$ cat src/sv/counter_priority_thread_scheduler_unit_assert.svh
// ----------------------------------------------------------------------------
// Scheduler assertion macros
// Concurrent assertion wrappers clocked on clk_i with rst_ni as disable.
// ----------------------------------------------------------------------------
`ifndef COUNTER_PRIORITY_THREAD_SCHEDULER_UNIT_ASSERT_SVH
`define COUNTER_PRIORITY_THREAD_SCHEDULER_UNIT_ASSERT_SVH

`ifndef ASSERT_OFF
`define CPTS_ASSERT(name, prop, msg) \
  name: assert property (@(posedge clk_i) disable iff (!rst_ni) (prop)) else $error(msg);
`define CPTS_ASSERT_NEVER(name, cond, msg) \
  name: assert property (@(posedge clk_i) disable iff (!rst_ni) !(cond)) else $error(msg);
`else
`define CPTS_ASSERT(name, prop, msg)
`define CPTS_ASSERT_NEVER(name, cond, msg)
`endif

`endif

$ cat src/sv/cpts_pkg.sv
`timescale 1ns / 1ps
`default_nettype none
// ----------------------------------------------------------------------------
// Scheduler package
// Widths, codes and shared records of the thread scheduler.
// ----------------------------------------------------------------------------
package cpts_pkg;

  localparam int SLOTS  = 16;
  localparam int SLOT_W = $clog2(SLOTS);
  localparam int OPC_W  = 3;
  localparam int TGT_W  = 4;
  localparam int PRI_W  = 6;
  localparam int CNT_W  = 7;
  localparam int TICK_W = 32;
  localparam int WK_W   = 5;
  localparam int OUT_W  = 4;

  localparam logic [PRI_W-1:0] IDLE_PRI_RST = PRI_W'(20);

  typedef enum logic [OPC_W-1:0] {
    OP_TICK  = 3'd0,
    OP_SLEEP = 3'd1,
    OP_BLOCK = 3'd2,
    OP_WAKE  = 3'd3,
    OP_ADD   = 3'd4
  } op_e;

  typedef enum logic [3:0] {
    ALU_NONE,
    ALU_COUNT,
    ALU_DEC,
    ALU_SLEEP,
    ALU_BLOCK,
    ALU_WAKE,
    ALU_ADD,
    ALU_RECHARGE,
    ALU_PICK
  } alu_e;

  typedef enum logic [2:0] {
    ST_IDLE,
    ST_SLOT,
    ST_COUNT,
    ST_DEC,
    ST_PICK,
    ST_CHOOSE,
    ST_RECHARGE,
    ST_FIN
  } state_e;

  typedef struct packed {
    logic              valid;
    logic              asleep;
    logic              timed;
    logic [TICK_W-1:0] left;
    logic [PRI_W-1:0]  prio;
    logic [CNT_W-1:0]  cnt;
  } slot_t;

  typedef struct packed {
    alu_e              op;
    logic [SLOT_W-1:0] idx;
    logic              wr;
    logic [TICK_W-1:0] ticks;
    logic [PRI_W-1:0]  pri;
    logic              has_best;
    logic [CNT_W-1:0]  best;
  } ctl_t;

  typedef struct packed {
    slot_t nxt;
    logic  woke;
    logic  better;
  } alu_res_t;

  typedef struct packed {
    logic              load;
    logic [SLOT_W-1:0] slot;
    logic              switched;
    logic [WK_W-1:0]   wakeups;
    logic              rejected;
  } res_t;

endpackage
`default_nettype wire

$ cat src/sv/counter_priority_thread_scheduler_unit.sv
`timescale 1ns / 1ps
`default_nettype none
// ----------------------------------------------------------------------------
// Counter priority thread scheduler
// Slot table with countdown, time-slice pick and recharge for 16 threads.
// ----------------------------------------------------------------------------
// Usage: send one command word on the s_axis channel (opcode in tuser);
// every word returns exactly one result word on m_axis. The idle slot
// priority is written on the cfg channel, which is always ready; it must be
// written only while no command is in flight, which the block does not enforce.
// Flow, with N = 16 slots walked one per cycle through the shared slot ALU:
//   wake, add, rejected or unknown commands: at most one slot access
//   sleep, block: update of the running slot, then a pick pass, plus a
//   recharge pass and a re-pick when the picked count is zero
//   tick: a count pass and a decrement of the running slot; when its count
//   reaches zero, a pick pass with recharge and re-pick as needed
// One command is in work at a time; s_axis_tready is high only when idle,
// so a command holds the unit until its result is loaded for output.
// The result sits in an output register, so a new command is accepted while
// a finished result waits; a stalled receiver holds m_axis and halts the
// next command only when its result is ready to leave.
// Reset: slot 0 (idle thread) valid with priority and count 20, all other
// slots empty, slot 0 running, no result pending.
// ----------------------------------------------------------------------------
`include "counter_priority_thread_scheduler_unit_assert.svh"

module counter_priority_thread_scheduler_unit (
  input  logic        clk_i,
  input  logic        rst_ni,
  input  logic        s_axis_tvalid,
  output logic        s_axis_tready,
  input  logic [47:0] s_axis_tdata,  // target_slot[3:0], thread_priority_in[9:4],
                                     // sleep_ticks[41:10], zero[47:42]
  input  logic [2:0]  s_axis_tuser,  // opcode[2:0]
  output logic        m_axis_tvalid,
  input  logic        m_axis_tready,
  output logic [15:0] m_axis_tdata,  // running_slot[3:0], switched[4], wakeups[9:5],
                                     // rejected[10], zero[15:11]
  input  logic        cfg_valid_i,
  output logic        cfg_ready_o,
  input  logic [5:0]  cfg_data_i
);

  logic                          valid_q  [cpts_pkg::SLOTS];
  logic                          asleep_q [cpts_pkg::SLOTS];
  logic                          timed_q  [cpts_pkg::SLOTS];
  logic [cpts_pkg::TICK_W-1:0]   left_q   [cpts_pkg::SLOTS];
  logic [cpts_pkg::PRI_W-1:0]    prio_q   [cpts_pkg::SLOTS];
  logic [cpts_pkg::CNT_W-1:0]    cnt_q    [cpts_pkg::SLOTS];

  cpts_pkg::slot_t    rd;
  cpts_pkg::ctl_t     ctl;
  cpts_pkg::alu_res_t alu;
  cpts_pkg::res_t     res;
  logic               m_valid_q;
  logic [15:0]        m_data_q;
  logic               out_free;

  assign cfg_ready_o   = 1'b1;
  assign out_free      = !m_valid_q || m_axis_tready;
  assign m_axis_tvalid = m_valid_q;
  assign m_axis_tdata  = m_data_q;

  assign rd.valid  = valid_q[ctl.idx];
  assign rd.asleep = asleep_q[ctl.idx];
  assign rd.timed  = timed_q[ctl.idx];
  assign rd.left   = left_q[ctl.idx];
  assign rd.prio   = prio_q[ctl.idx];
  assign rd.cnt    = cnt_q[ctl.idx];

  cpts_ctrl u_ctrl (
    .clk_i       (clk_i),
    .rst_ni      (rst_ni),
    .in_valid_i  (s_axis_tvalid),
    .in_ready_o  (s_axis_tready),
    .in_opcode_i (s_axis_tuser),
    .in_tgt_i    (s_axis_tdata[3:0]),
    .in_pri_i    (s_axis_tdata[9:4]),
    .in_ticks_i  (s_axis_tdata[41:10]),
    .out_free_i  (out_free),
    .rd_i        (rd),
    .alu_i       (alu),
    .ctl_o       (ctl),
    .res_o       (res)
  );

  cpts_slot_alu u_alu (
    .ctl_i (ctl),
    .rd_i  (rd),
    .res_o (alu)
  );

  always_ff @(posedge clk_i or negedge rst_ni) begin
    if (!rst_ni) begin
      for (int i = 0; i < cpts_pkg::SLOTS; i++) begin
        valid_q[i]  <= (i == 0);
        asleep_q[i] <= 1'b0;
        timed_q[i]  <= 1'b0;
        prio_q[i]   <= (i == 0) ? cpts_pkg::IDLE_PRI_RST : '0;
        cnt_q[i]    <= (i == 0) ? cpts_pkg::CNT_W'(cpts_pkg::IDLE_PRI_RST) : '0;
      end
    end else begin
      if (ctl.wr) begin
        valid_q[ctl.idx]  <= alu.nxt.valid;
        asleep_q[ctl.idx] <= alu.nxt.asleep;
        timed_q[ctl.idx]  <= alu.nxt.timed;
        prio_q[ctl.idx]   <= alu.nxt.prio;
        cnt_q[ctl.idx]    <= alu.nxt.cnt;
      end
      if (cfg_valid_i) begin
        prio_q[0] <= cfg_data_i;
      end
    end
  end

  always_ff @(posedge clk_i) begin
    if (ctl.wr) begin
      left_q[ctl.idx] <= alu.nxt.left;
    end
  end

  always_ff @(posedge clk_i or negedge rst_ni) begin
    if (!rst_ni) begin
      m_valid_q <= 1'b0;
    end else if (res.load) begin
      m_valid_q <= 1'b1;
    end else if (m_axis_tready) begin
      m_valid_q <= 1'b0;
    end
  end

  always_ff @(posedge clk_i) begin
    if (res.load) begin
      m_data_q <= {5'b0, res.rejected, res.wakeups, res.switched,
                   cpts_pkg::OUT_W'(res.slot)};
    end
  end

  `CPTS_ASSERT(a_idle_slot_valid, valid_q[0], "idle slot lost its valid bit")
  `CPTS_ASSERT(a_cur_slot_valid, valid_q[res.slot], "running slot is not valid")
  `CPTS_ASSERT(a_load_when_free, res.load |-> out_free, "result overwrote a pending word")
  `CPTS_ASSERT_NEVER(a_no_idle_recharge, ctl.wr && (ctl.op == cpts_pkg::ALU_RECHARGE) && (ctl.idx == '0), "recharge touched the idle slot")

endmodule
`default_nettype wire

$ cat src/sv/cpts_slot_alu.sv
`timescale 1ns / 1ps
`default_nettype none
// ----------------------------------------------------------------------------
// Scheduler slot ALU
// Shared per-slot update and compare unit, one slot entry per cycle.
// ----------------------------------------------------------------------------
module cpts_slot_alu (
  input  cpts_pkg::ctl_t     ctl_i,
  input  cpts_pkg::slot_t    rd_i,
  output cpts_pkg::alu_res_t res_o
);

  logic [cpts_pkg::TICK_W-1:0] left_m1;

  assign left_m1 = rd_i.left - cpts_pkg::TICK_W'(1);

  always_comb begin
    res_o.nxt    = rd_i;
    res_o.woke   = 1'b0;
    res_o.better = 1'b0;
    case (ctl_i.op)
      cpts_pkg::ALU_COUNT: begin
        if (rd_i.valid && rd_i.asleep && rd_i.timed) begin
          res_o.nxt.left = left_m1;
          if (left_m1 == '0) begin
            res_o.nxt.asleep = 1'b0;
            res_o.nxt.timed  = 1'b0;
            res_o.nxt.cnt    = cpts_pkg::CNT_W'(rd_i.prio);
            res_o.woke       = 1'b1;
          end
        end
      end
      cpts_pkg::ALU_DEC: begin
        if (rd_i.cnt != '0) begin
          res_o.nxt.cnt = rd_i.cnt - cpts_pkg::CNT_W'(1);
        end
      end
      cpts_pkg::ALU_SLEEP: begin
        res_o.nxt.asleep = 1'b1;
        res_o.nxt.timed  = 1'b1;
        res_o.nxt.left   = (ctl_i.ticks == '0) ? cpts_pkg::TICK_W'(1) : ctl_i.ticks;
      end
      cpts_pkg::ALU_BLOCK: begin
        res_o.nxt.asleep = 1'b1;
      end
      cpts_pkg::ALU_WAKE: begin
        if (rd_i.valid && rd_i.asleep) begin
          res_o.nxt.asleep = 1'b0;
          res_o.nxt.timed  = 1'b0;
          res_o.nxt.left   = '0;
          res_o.nxt.cnt    = cpts_pkg::CNT_W'(rd_i.prio);
        end
      end
      cpts_pkg::ALU_ADD: begin
        res_o.nxt.valid  = 1'b1;
        res_o.nxt.asleep = 1'b0;
        res_o.nxt.timed  = 1'b0;
        res_o.nxt.left   = '0;
        res_o.nxt.prio   = ctl_i.pri;
        res_o.nxt.cnt    = cpts_pkg::CNT_W'(ctl_i.pri);
      end
      cpts_pkg::ALU_RECHARGE: begin
        if (rd_i.valid) begin
          res_o.nxt.cnt = {1'b0, rd_i.cnt[cpts_pkg::CNT_W-1:1]}
                          + cpts_pkg::CNT_W'(rd_i.prio);
        end
      end
      cpts_pkg::ALU_PICK: begin
        res_o.better = rd_i.valid && !rd_i.asleep
                       && (!ctl_i.has_best || (rd_i.cnt > ctl_i.best));
      end
      default: begin
        res_o.nxt = rd_i;
      end
    endcase
  end

endmodule
`default_nettype wire

$ cat src/sv/cpts_ctrl.sv
`timescale 1ns / 1ps
`default_nettype none
// ----------------------------------------------------------------------------
// Scheduler sequencer
// Runs each accepted word through the shared ALU, walking the slot table for tick, sleep and block.
// ----------------------------------------------------------------------------
module cpts_ctrl (
  input  logic                         clk_i,
  input  logic                         rst_ni,
  input  logic                         in_valid_i,
  output logic                         in_ready_o,
  input  logic [cpts_pkg::OPC_W-1:0]   in_opcode_i,
  input  logic [cpts_pkg::TGT_W-1:0]   in_tgt_i,
  input  logic [cpts_pkg::PRI_W-1:0]   in_pri_i,
  input  logic [cpts_pkg::TICK_W-1:0]  in_ticks_i,
  input  logic                         out_free_i,
  input  cpts_pkg::slot_t              rd_i,
  input  cpts_pkg::alu_res_t           alu_i,
  output cpts_pkg::ctl_t               ctl_o,
  output cpts_pkg::res_t               res_o
);

  localparam logic [cpts_pkg::SLOT_W-1:0] LAST = cpts_pkg::SLOT_W'(cpts_pkg::SLOTS - 1);
  localparam logic [cpts_pkg::SLOT_W-1:0] ONE  = cpts_pkg::SLOT_W'(1);

  cpts_pkg::state_e              state_q, state_d;
  logic [cpts_pkg::SLOT_W-1:0]   idx_q, idx_d;
  logic [cpts_pkg::OPC_W-1:0]    op_q, op_d;
  logic [cpts_pkg::PRI_W-1:0]    pri_q, pri_d;
  logic [cpts_pkg::TICK_W-1:0]   ticks_q, ticks_d;
  logic [cpts_pkg::SLOT_W-1:0]   cur_q, cur_d;
  logic [cpts_pkg::WK_W-1:0]     wk_q, wk_d;
  logic                          rej_q, rej_d;
  logic                          sw_q, sw_d;
  logic                          rchg_q, rchg_d;
  logic                          def_q, def_d;
  logic                          has_best_q, has_best_d;
  logic [cpts_pkg::CNT_W-1:0]    best_q, best_d;
  logic [cpts_pkg::SLOT_W-1:0]   pick_q, pick_d;
  logic [cpts_pkg::CNT_W-1:0]    pick_cnt_q, pick_cnt_d;
  logic                          tgt_in_range;

  assign tgt_in_range = (32'(in_tgt_i) < cpts_pkg::SLOTS);

  always_ff @(posedge clk_i or negedge rst_ni) begin
    if (!rst_ni) begin
      state_q    <= cpts_pkg::ST_IDLE;
      idx_q      <= '0;
      cur_q      <= '0;
      wk_q       <= '0;
      rej_q      <= 1'b0;
      sw_q       <= 1'b0;
      rchg_q     <= 1'b0;
      def_q      <= 1'b0;
      has_best_q <= 1'b0;
    end else begin
      state_q    <= state_d;
      idx_q      <= idx_d;
      cur_q      <= cur_d;
      wk_q       <= wk_d;
      rej_q      <= rej_d;
      sw_q       <= sw_d;
      rchg_q     <= rchg_d;
      def_q      <= def_d;
      has_best_q <= has_best_d;
    end
  end

  always_ff @(posedge clk_i) begin
    op_q       <= op_d;
    pri_q      <= pri_d;
    ticks_q    <= ticks_d;
    best_q     <= best_d;
    pick_q     <= pick_d;
    pick_cnt_q <= pick_cnt_d;
  end

  always_comb begin
    state_d        = state_q;
    idx_d          = idx_q;
    op_d           = op_q;
    pri_d          = pri_q;
    ticks_d        = ticks_q;
    cur_d          = cur_q;
    wk_d           = wk_q;
    rej_d          = rej_q;
    sw_d           = sw_q;
    rchg_d         = rchg_q;
    def_d          = def_q;
    has_best_d     = has_best_q;
    best_d         = best_q;
    pick_d         = pick_q;
    pick_cnt_d     = pick_cnt_q;
    in_ready_o     = 1'b0;
    ctl_o.op       = cpts_pkg::ALU_NONE;
    ctl_o.idx      = idx_q;
    ctl_o.wr       = 1'b0;
    ctl_o.ticks    = ticks_q;
    ctl_o.pri      = pri_q;
    ctl_o.has_best = has_best_q;
    ctl_o.best     = best_q;
    res_o.load     = 1'b0;
    res_o.slot     = cur_q;
    res_o.switched = sw_q;
    res_o.wakeups  = wk_q;
    res_o.rejected = rej_q;

    case (state_q)
      cpts_pkg::ST_IDLE: begin
        in_ready_o = 1'b1;
        if (in_valid_i) begin
          op_d    = in_opcode_i;
          pri_d   = in_pri_i;
          ticks_d = in_ticks_i;
          wk_d    = '0;
          rej_d   = 1'b0;
          sw_d    = 1'b0;
          rchg_d  = 1'b0;
          state_d = cpts_pkg::ST_FIN;
          case (in_opcode_i)
            cpts_pkg::OP_TICK: begin
              idx_d   = '0;
              state_d = cpts_pkg::ST_COUNT;
            end
            cpts_pkg::OP_SLEEP: begin
              if (cur_q == '0) begin
                rej_d = 1'b1;
              end else begin
                idx_d   = cur_q;
                state_d = cpts_pkg::ST_SLOT;
              end
            end
            cpts_pkg::OP_BLOCK: begin
              idx_d   = cur_q;
              state_d = cpts_pkg::ST_SLOT;
            end
            cpts_pkg::OP_WAKE: begin
              if (tgt_in_range) begin
                idx_d   = cpts_pkg::SLOT_W'(in_tgt_i);
                state_d = cpts_pkg::ST_SLOT;
              end
            end
            cpts_pkg::OP_ADD: begin
              if (tgt_in_range && (in_tgt_i != '0)) begin
                idx_d   = cpts_pkg::SLOT_W'(in_tgt_i);
                state_d = cpts_pkg::ST_SLOT;
              end else begin
                rej_d = 1'b1;
              end
            end
            default: begin
              state_d = cpts_pkg::ST_FIN;
            end
          endcase
        end
      end
      cpts_pkg::ST_SLOT: begin
        state_d = cpts_pkg::ST_FIN;
        case (op_q)
          cpts_pkg::OP_SLEEP, cpts_pkg::OP_BLOCK: begin
            ctl_o.op   = (op_q == cpts_pkg::OP_SLEEP) ? cpts_pkg::ALU_SLEEP
                                                      : cpts_pkg::ALU_BLOCK;
            ctl_o.wr   = 1'b1;
            idx_d      = ONE;
            def_d      = 1'b0;
            has_best_d = 1'b0;
            state_d    = cpts_pkg::ST_PICK;
          end
          cpts_pkg::OP_WAKE: begin
            ctl_o.op = cpts_pkg::ALU_WAKE;
            ctl_o.wr = 1'b1;
          end
          cpts_pkg::OP_ADD: begin
            if (rd_i.valid) begin
              rej_d = 1'b1;
            end else begin
              ctl_o.op = cpts_pkg::ALU_ADD;
              ctl_o.wr = 1'b1;
            end
          end
          default: begin
            state_d = cpts_pkg::ST_FIN;
          end
        endcase
      end
      cpts_pkg::ST_COUNT: begin
        ctl_o.op = cpts_pkg::ALU_COUNT;
        ctl_o.wr = 1'b1;
        if (alu_i.woke) begin
          wk_d = wk_q + cpts_pkg::WK_W'(1);
        end
        if (idx_q == LAST) begin
          idx_d   = cur_q;
          state_d = cpts_pkg::ST_DEC;
        end else begin
          idx_d = idx_q + ONE;
        end
      end
      cpts_pkg::ST_DEC: begin
        ctl_o.op = cpts_pkg::ALU_DEC;
        ctl_o.wr = 1'b1;
        if (alu_i.nxt.cnt == '0) begin
          idx_d      = ONE;
          def_d      = 1'b0;
          has_best_d = 1'b0;
          state_d    = cpts_pkg::ST_PICK;
        end else begin
          state_d = cpts_pkg::ST_FIN;
        end
      end
      cpts_pkg::ST_PICK: begin
        ctl_o.op = cpts_pkg::ALU_PICK;
        if (rd_i.valid && !def_q) begin
          def_d      = 1'b1;
          pick_d     = idx_q;
          pick_cnt_d = rd_i.cnt;
        end
        if (alu_i.better) begin
          has_best_d = 1'b1;
          best_d     = rd_i.cnt;
          pick_d     = idx_q;
          pick_cnt_d = rd_i.cnt;
        end
        if (idx_q == '0) begin
          state_d = cpts_pkg::ST_CHOOSE;
        end else if (idx_q == LAST) begin
          idx_d = '0;
        end else begin
          idx_d = idx_q + ONE;
        end
      end
      cpts_pkg::ST_CHOOSE: begin
        if ((pick_cnt_q == '0) && !rchg_q) begin
          rchg_d  = 1'b1;
          idx_d   = ONE;
          state_d = cpts_pkg::ST_RECHARGE;
        end else begin
          sw_d    = (pick_q != cur_q);
          cur_d   = pick_q;
          state_d = cpts_pkg::ST_FIN;
        end
      end
      cpts_pkg::ST_RECHARGE: begin
        ctl_o.op = cpts_pkg::ALU_RECHARGE;
        ctl_o.wr = 1'b1;
        if (idx_q == LAST) begin
          idx_d      = ONE;
          def_d      = 1'b0;
          has_best_d = 1'b0;
          state_d    = cpts_pkg::ST_PICK;
        end else begin
          idx_d = idx_q + ONE;
        end
      end
      cpts_pkg::ST_FIN: begin
        if (out_free_i) begin
          res_o.load = 1'b1;
          state_d    = cpts_pkg::ST_IDLE;
        end
      end
      default: begin
        state_d = cpts_pkg::ST_IDLE;
      end
    endcase
  end

endmodule
`default_nettype wire
$ cat config.mk
export PLATFORM = sky130hd
export DESIGN_NAME = counter_priority_thread_scheduler_unit
export DESIGN_NICKNAME = d
export VERILOG_FILES = /design/src/sv/cpts_pkg.sv /design/src/sv/counter_priority_thread_scheduler_unit.sv /design/src/sv/cpts_slot_alu.sv /design/src/sv/cpts_ctrl.sv
export VERILOG_INCLUDE_DIRS = /design/src /design/src/sv
export SDC_FILE = /design/constraint.sdc
export NUM_CORES = 1
export LEC_CHECK = 0
export ABC_AREA = 1
export BUFFER_PORTS_ARGS = -buffer_cell sky130_fd_sc_hd__buf_4
export CELL_PAD_IN_SITES_DETAIL_PLACEMENT = 2
export CELL_PAD_IN_SITES_GLOBAL_PLACEMENT = 2
export CORE_ASPECT_RATIO = 0.9
export CORE_MARGIN = 2
export CORE_UTILIZATION = 39
export CTS_CLUSTER_DIAMETER = 60
export DETAILED_ROUTE_END_ITERATION = 10
export GPL_TIMING_DRIVEN = 0
export PLACE_DENSITY = 0.79
export SYNTH_ARGS = -nofsm -noshare
export SYNTH_HDL_FRONTEND = slang
export SYNTH_HIERARCHICAL = 1
export SYNTH_SLANG_ARGS = --single-unit
$ cat constraint.sdc
create_clock -name clk_i -period 4.7 [get_ports clk_i]
set_input_delay 0.235 -clock clk_i [delete_from_list [all_inputs] [get_ports clk_i]]
set_output_delay 0.235 -clock clk_i [all_outputs]
set_load 0.02 [all_outputs]
==> impl_metrics.tcl, run 1 <==
set metrics [dict create \
    vdd_ir_drop_max_mv 0.388 \
    floorplan.io_pins 81 \
    htree_num_levels 3 \
    design_power_total_w 0.0399 \
    route.vias.total 35500 \
    design.die.area_um2 106000 \
    yosys-top-cells-area "edfxtp_1 (43%), nand2_1 (23%), dfrtp_1 (17%)" \
    die-width_um 343 \
    totalWireLength_um 180000 \
    placementRows 111 \
    finish.net_count 5079 \
    mean_post_synth_cell_area_um2 8.62 \
    routabilityCongestion 0.866 \
    die-height_um 309 \
    worstSetupStartpointType "flip-flop" \
    postLayoutSetupSlackWorst_ns -0.0456 \
    fmax_mhz 211 \
    cts_max_path_buffers 3 \
    netlist_instances 4669 \
    max_stage_delay_ns 0.42 \
    detail-route-antenna-nets 0 \
    vias_per_cell 5.52 \
    grt_start_max_net_pins 116 \
    final-hold-violation-count 0 \
    track_usage_pct 33.7 \
    fillerInstances 11000 \
    power.sequential.fraction_pct 29.8 \
    final.setup.tns_ns -0.128 \
    timing.critical_path.required_ns 5.28 \
    cts_made_buffers 102 \
    m1_gr_usage_pct 43.8 \
    place_hpwl_um 118000 \
    stdcell_area_um2 49200 \
    worstSetupEndpointType "flip-flop" \
    cap_viol_max_count 0 \
    timing.clock.skew_ns 0.0432 \
    wire_per_inst_um 28.0 \
    cells_after_dpl 6118 \
    p_int_w 0.0211 \
    post_route_cells_drive_above_1_share_pct 15.3 \
    holdWs_ns 0.0465 \
    min-delay-path-class "in2reg" \
    clock_latency_ns 0.72 \
    worst_ep_arrival_time_ns 5.33 \
    setup.worst_path.class "reg2reg" \
    grt_pass1_vias 38700 \
    final_max_slew_viol_count 0 \
    unrepaired_setup_endpoints_after_global_routing "yes" \
    root_buffer "clkbuf_16" \
    setup_viol 8 \
    tritoncts "done" \
    clock_sinks 860 \
    p_leak_nw 22.3 \
    synth_top_cell_by_area "edfxtp_1" \
    clk_transition_reported_paths_ns 0.06 \
    grt-ovfl-total 0 \
    violations "setup timing" \
    tightest_slew_ns 1.10 \
    yosys_warnings 6 \
    final_cell_count_no_fill 6441 \
    top_usage_layer "met2" \
    detail_route.drc_violations 0 \
    grt_first_pass_wirelength_um 260000 \
    clock_network_fraction_of_design_power_pct 20.4 \
    io_buf_count 67 \
    ys_types 49 \
    power_frac_comb_pct 49.8 \
    use_met3_pct 5.19 \
    synth.cell_area_um2 40300 \
    ys_seq_elements 860 \
    cpMaxStageDelayCell "dfrtp_2" \
    timing.max_slew.rel_slack_pct 26.2 \
    core_region_area_um2 102000 \
    critPathMaxFanout 12 \
    critical-path-top-cell-by-count "nand2_1" \
    area_overhead_vs_synth_pct 22.2 \
    min_period_over_period_pct 101 \
    start_util_pct 39.4 \
    drtIter0Drc 3064 \
    post_dp_cell_area_um2 42800 \
    timing.final.crit_period_ns 4.75 \
    status "finished, violations left" \
    p_sw_share_pct 47.0 \
    seq_area_frac_synth_pct 60.7 \
    synth_top_cell_area_share_pct 43.4 \
    number_of_antenna_violations_at_the_first_check_in_global_routing 2 \
    grtUsageMet2_pct 56.9 \
    power_density_nw_per_um2 810 \
    number_of_optimization_iterations_in_the_first_detailed_route_pass 6 \
    switching_power_w 0.0187 \
]
## worst max-delay path: cells and delay by family (launching register included)
kind / cells / cell delay (ns)
buffers and inverters: 7 / 1.06
muxes: 1 / 0.35
DFF: 1 / 0.42
and+or+nand+nor: 20 / 2.75
## cell families (layout without fill, tap and decap cells)
family	count (synthesis)	in the layout	synth area share [%]
AND/OR/NAND/NOR	2910	2912	28.3
flip-flops	860	860	60.7
buffers and inverters	484	893	4.89
AO/OA/AOI/OAI	373	373	4.99
adder cells (fa/ha/maj)	21	21	0.671
XOR/XNOR	18	18	0.392
other	2	7	0.0187
multiplexers	1	1	0.0280
## metal layers
metal	up-vias	routed length (µm)
met5	-	13
met4	2	7400
met3	352	10500
met2	1083	86800
met1	18500	75700
li1	15600	-
## placed cells by master, fill, tap and decap left out, drive strengths merged, types with 5 or more instances in the layout
| cell | n |
|---|---|
| bufinv | 8 |
| dlygate4sd3 | 56 |
| buf | 287 |
| nor2 | 286 |
| o211ai | 21 |
| inv | 255 |
| o21ai | 175 |
| clkinvlp | 7 |
| clkbuf | 241 |
| a22oi | 11 |
| dfstp | 5 |
| nor3 | 8 |
| edfxtp | 582 |
| ha | 20 |
| nor4 | 9 |
| nand3 | 92 |
| dfrtp | 273 |
| nand2 | 2490 |
| clkinv | 39 |
| conb | 6 |
| xor2 | 14 |
| o221ai | 6 |
| a21oi | 149 |
| nand4 | 23 |
## final cells by class
class	instances	area, µm²	share of cell area [%]
antenna	1	2.50	0.00509
buffer	229	1800	3.65
clock buffer	134	2840	5.77
clock inverter	58	532	1.08
inverter	251	1020	2.06
multi-input combinational	3331	14700	29.9
sequential	860	24400	49.7
tap	1356	1700	3.45
timing repair buffer	221	2140	4.35
## state kept, by name (all words and copies together) (netlist names), 3 cells and up
register / count
u_ctrl/pri_q: 6
u_ctrl/wk_q: 5
u_ctrl/op_q: 3
u_ctrl/pick_cnt_q: 7
u_ctrl/pick_q: 4
u_ctrl/idx_q: 4
prio_q: 96
u_ctrl/state_q: 3
left_q: 512
m_axis_tdata: 11
u_ctrl/cur_q: 4
timed_q: 16
asleep_q: 16
cnt_q: 112
u_ctrl/ticks_q: 32
valid_q: 16
u_ctrl/best_q: 7
## worst paths after layout
kind	endpoint	cells after the start	startpoint	slack, ns
setup / recovery	u_ctrl/wk_q[4]$_DFFE_PN0P_	28	u_ctrl/idx_q[0]$_DFFE_PN0P_	-0.05
hold / removal	u_ctrl/idx_q[0]$_DFFE_PN0P_	7	s_axis_tdata[0]	0.05
setup reg to reg	u_ctrl/wk_q[4]$_DFFE_PN0P_	28	u_ctrl/idx_q[0]$_DFFE_PN0P_	-0.05
hold reg to reg	valid_q[15]$_DFFE_PN1P_	2	valid_q[15]$_DFFE_PN1P_	0.49
max in group asynchronous	asleep_q[9]$_DFFE_PN0P_	3	rst_ni	3.58
min in group asynchronous	prio_q[87]$_DFFE_PN0P_	2	rst_ni	0.07
## synth_stat cells (all sizes together)
cell type and n:
nand2 2490, edfxtp 582, nor2 285, dfrtp 273, inv 250, o21ai 175, a21oi 149, buf 121
clkbuf 112, nand3 91, nand4 23, o211ai 21, ha 20, xor2 14, a22oi 11, nor4 9
nor3 8, o221ai 6, dfstp 5, o22ai 4, xnor2 4, a2111oi 2, conb 2, a21o 1
a31oi 1, and2 1, clkinv 1, fa 1, mux2 1, nand3b 1, nor3b 1, o2111ai 1
o21bai 1, o31ai 1, or2 1
## stage by stage
step | util, % | setup WS (ns)
4_1_cts | 47.3 | 0.00252
2_1_floorplan | - | 0.809
6_report | 48.2 | -0.0456
5_1_grt | 48.2 | -0.173
3_3_place_gp | 41.6 | -2.84
3_5_place_dp | 42.0 | -2.48
## power groups by stage
stage / sequential (W) / clock [W] / combinational (W)
2_1_floorplan: 0.0117 / 0 / 0.00893
3_3_place_gp: 0.0120 / 0 / 0.0151
3_5_place_dp: 0.0121 / 0 / 0.0161
4_1_cts: 0.0118 / 0.00820 / 0.0182
5_1_grt: 0.0120 / 0.00850 / 0.0212
6_report: 0.0119 / 0.00814 / 0.0199
## what timing repair did
item | in CTS | in global routing
resized for setup | 364 | 248
buffers inserted | 47 | 24
endpoints found under the hold margin | 104 | 0
hold buffers | 56 | 0
cloned | 4 | 3
pin swaps | 32 | 48
setup endpoints to repair | 1311 | 1109
Power figures use the tool's default switching activity.
==> inputs of run 2 (changes only) <==
--- a/config.mk
+++ b/config.mk
@@ -12,11 +12,12 @@
 export CELL_PAD_IN_SITES_GLOBAL_PLACEMENT = 2
 export CORE_ASPECT_RATIO = 0.9
 export CORE_MARGIN = 2
-export CORE_UTILIZATION = 39
+export CORE_UTILIZATION = 41
+export CTS_BUF_LIST = sky130_fd_sc_hd__clkbuf_2 sky130_fd_sc_hd__clkbuf_4 sky130_fd_sc_hd__clkbuf_8
 export CTS_CLUSTER_DIAMETER = 60
 export DETAILED_ROUTE_END_ITERATION = 10
 export GPL_TIMING_DRIVEN = 0
-export PLACE_DENSITY = 0.79
+export PLACE_DENSITY = 0.82
 export SYNTH_ARGS = -nofsm -noshare
 export SYNTH_HDL_FRONTEND = slang
 export SYNTH_HIERARCHICAL = 1
==> run 2 against run 1 <==
  * The flow still finishes with violations (setup timing)
  * Sequential power about the same
  * Total power is 4.3% higher
  * Final area fell by 0.42%
  * Sequential share of layout area rose by 0.21 points
  * Non-clock buffer count up 24
  * Hold slack worse by 0.012 ns
  * Wire length increased by 21%
  * Critical path depth increased by 7
  * Combinational power up 10%
  * First-iteration DRC count up 38%
  * Clock skew rose by 0.024 ns
  * Setup slack got worse by 0.41 ns
  * Largest cell class unchanged
==> impl_metrics.tcl, run 2 (same netlist as run 1, synthesis figures left out) <==
set metrics [dict create \
    timing.final.crit_period_ns 5.16 \
    core_region_area_um2 97800 \
    worst_hold_startpoint "cfg_valid_i" \
    critical-path-top-cell-by-count "nand2_1" \
    min_to "prio_q[95]$_DFFE_PN0P_" \
    design.die.area_um2 101000 \
    routabilityCongestion 0.891 \
    drtIter0Drc 4215 \
    unrepaired_setup_endpoints_after_global_routing "yes" \
    grt-ovfl-total 0 \
    cells_after_dpl 6040 \
    number_of_buffers_and_inverters_on_the_critical_path 9 \
    min-delay-path-class "in2reg" \
    worst_hold_path.num_cells 4 \
    worst_r2r_endpoint "u_ctrl/idx_q[2]$_DFFE_PN0P_" \
    postLayoutSetupSlackWorst_ns -0.459 \
    status "finished, violations left" \
    cap_viol_max_count 0 \
    number_of_antenna_violations_at_the_first_check_in_global_routing 7 \
    timing.rr.start "u_ctrl/idx_q[0]$_DFFE_PN0P_" \
    worst_ep_arrival_time_ns 5.90 \
    setup_viol 915 \
    finish.net_count 5154 \
    final_max_slew_viol_count 0 \
    detail_route.drc_violations 0 \
    totalWireLength_um 218000 \
    post_route_cells_drive_above_1_share_pct 17.3 \
    clock_sinks 860 \
    cpMaxStageDelayCell "dfrtp_2" \
    p_int_w 0.0204 \
    switching_power_w 0.0212 \
    max_stage_delay_ns 0.45 \
    critPathMaxFanout 11 \
    timing.max_slew.rel_slack_pct 18.0 \
    io_buf_count 67 \
    power.sequential.fraction_pct 28.8 \
    track_usage_pct 37.8 \
    area_overhead_vs_synth_pct 21.7 \
    min_period_over_period_pct 110 \
    floorplan.io_pins 81 \
    wire_per_inst_um 33.7 \
    cts_max_path_buffers 3 \
    power_frac_comb_pct 52.8 \
    fmax_mhz 194 \
    maxUsedRoutingLayer "met5" \
    fin_util_pct 50.1 \
    tritoncts "done" \
    timing.critical_path.required_ns 5.44 \
    final-hold-violation-count 0 \
    layout.cells.most_common "nand2_1" \
    cts_made_buffers 154 \
    detail-route-antenna-nets 0 \
    dpl_worst_slack_ns -2.54 \
    regMostFlops "left_q" \
    cpLargestDelayFamily "simple AND/OR/NAND/NOR gates" \
    route.layer.met1.wl_um 79900 \
    p_leak_nw 22.4 \
    largest_registers_in_the_final_layout "left_q x512, cnt_q x112, prio_q x96" \
    setup.worst_path.class "reg2reg" \
    number_of_optimization_iterations_in_the_first_detailed_route_pass 6 \
    wl_met2_um 101000 \
    holdWs_ns 0.0345 \
    root_buffer "clkbuf_8" \
    timing.clock.skew_ns 0.0676 \
    die-width_um 334 \
    multi_input_comb_area_um2 14700 \
    mostFrequentLayoutCells "nand2_1 (2408), edfxtp_1 (582), dfrtp_1 (269)" \
    clock_network_fraction_of_design_power_pct 18.4 \
    clock_latency_ns 0.91 \
    vias_per_cell 6.07 \
    htree_num_levels 4 \
    route.vias.total 39300 \
    grt_start_max_net_pins 108 \
    p_sw_share_pct 50.9 \
    routed-wl-met3_um 19700 \
    final-seq-area_um2 24400 \
    grt_pass1_vias 40700 \
    place_hpwl_um 120000 \
    placementRows 109 \
    worstSetupEndpointType "flip-flop" \
    clk_transition_reported_paths_ns 0.06 \
    die-height_um 301 \
    vdd_ir_drop_max_mv 0.686 \
    final_cell_count_no_fill 6470 \
    reg2reg_depth 35 \
    violations "setup timing" \
    tightest_slew_ns 1.23 \
    largest_register_ff_count 512 \
    grt_first_pass_wirelength_um 276000 \
    worstSetupStartpointType "flip-flop" \
    r2r_setup_slk_ns -0.46 \
    fillerInstances 10500 \
    power_density_nw_per_um2 849 \
    start_util_pct 41.2 \
]
==> run 2: stage by stage <==
stage | total power (W) | setup TNS, ns | cell area, µm²
2_1_floorplan | 0.0207 | 0 | 40300
3_3_place_gp | 0.0270 | -2311.11 | 42400
3_5_place_dp | 0.0282 | -2126.16 | 42800
4_1_cts | 0.0372 | -0.0114 | 47800
5_1_grt | 0.0425 | -138.85 | 49000
6_report | 0.0416 | -112.09 | 49000
==> run 2: tightest hold or removal path, delay by kind of cell <==
kind | cells | cell delay, ns
simple gates | 2 | 0.21
buf+inv | 2 | 0.41
==> run 2: worst max path at each step <==
stage	start	slack [ns]	cells past startpoint	end
6_report	u_ctrl/idx_q[0]$_DFFE_PN0P_	-0.46	35	u_ctrl/idx_q[2]$_DFFE_PN0P_
2_1_floorplan	u_ctrl/idx_q[0]$_DFFE_PN0P_	0.81	33	u_ctrl/idx_q[0]$_DFFE_PN0P_
5_1_grt	u_ctrl/idx_q[0]$_DFFE_PN0P_	-0.53	36	u_ctrl/idx_q[2]$_DFFE_PN0P_
4_1_cts	u_ctrl/idx_q[0]$_DFFE_PN0P_	-0.007	33	u_ctrl/idx_q[1]$_DFFE_PN0P_
3_3_place_gp	u_ctrl/idx_q[1]$_DFFE_PN0P_	-2.82	21	left_q[3][17]$_DFFE_PP_
3_5_place_dp	u_ctrl/idx_q[1]$_DFFE_PN0P_	-2.54	19	left_q[11][3]$_DFFE_PP_
==> run 2: what timing repair did <==
item,CTS,global route
pin swaps,29,43
setup endpoints to repair,1311,1183
hold buffers,65,0
hold endpoints to repair,190,0
cloned,0,5
buffers inserted,53,29
gates resized for setup,321,270
==> run 2: power by group through the flow <==
stage	Clock (W)	Sequential, W	Combinational (W)
floorplan	0	0.0117	0.00893
global placement	0	0.0120	0.0150
detailed placement	0	0.0120	0.0161
CTS	0.00723	0.0118	0.0181
global route	0.00789	0.0121	0.0225
finish	0.00765	0.0120	0.0219
==> run 2: final cells by class <==
class	count	share of cell area (%)
Timing Repair Buffer	242	4.88
Tap cell	1276	3.26
Clock buffer	236	5.77
Clock inverter	38	0.383
Multi-Input combinational cell	3330	30.1
Buffer	232	3.64
Sequential cell	860	49.9
Inverter	251	2.07
Antenna cell	5	0.0255
==> run 2: metal layers <==
layer	GRT usage, %	up-vias
li1	-	15700
met4	18.3	6
met5	0	-
met1	46.4	20100
met2	64.1	2470
met3	7.43	990
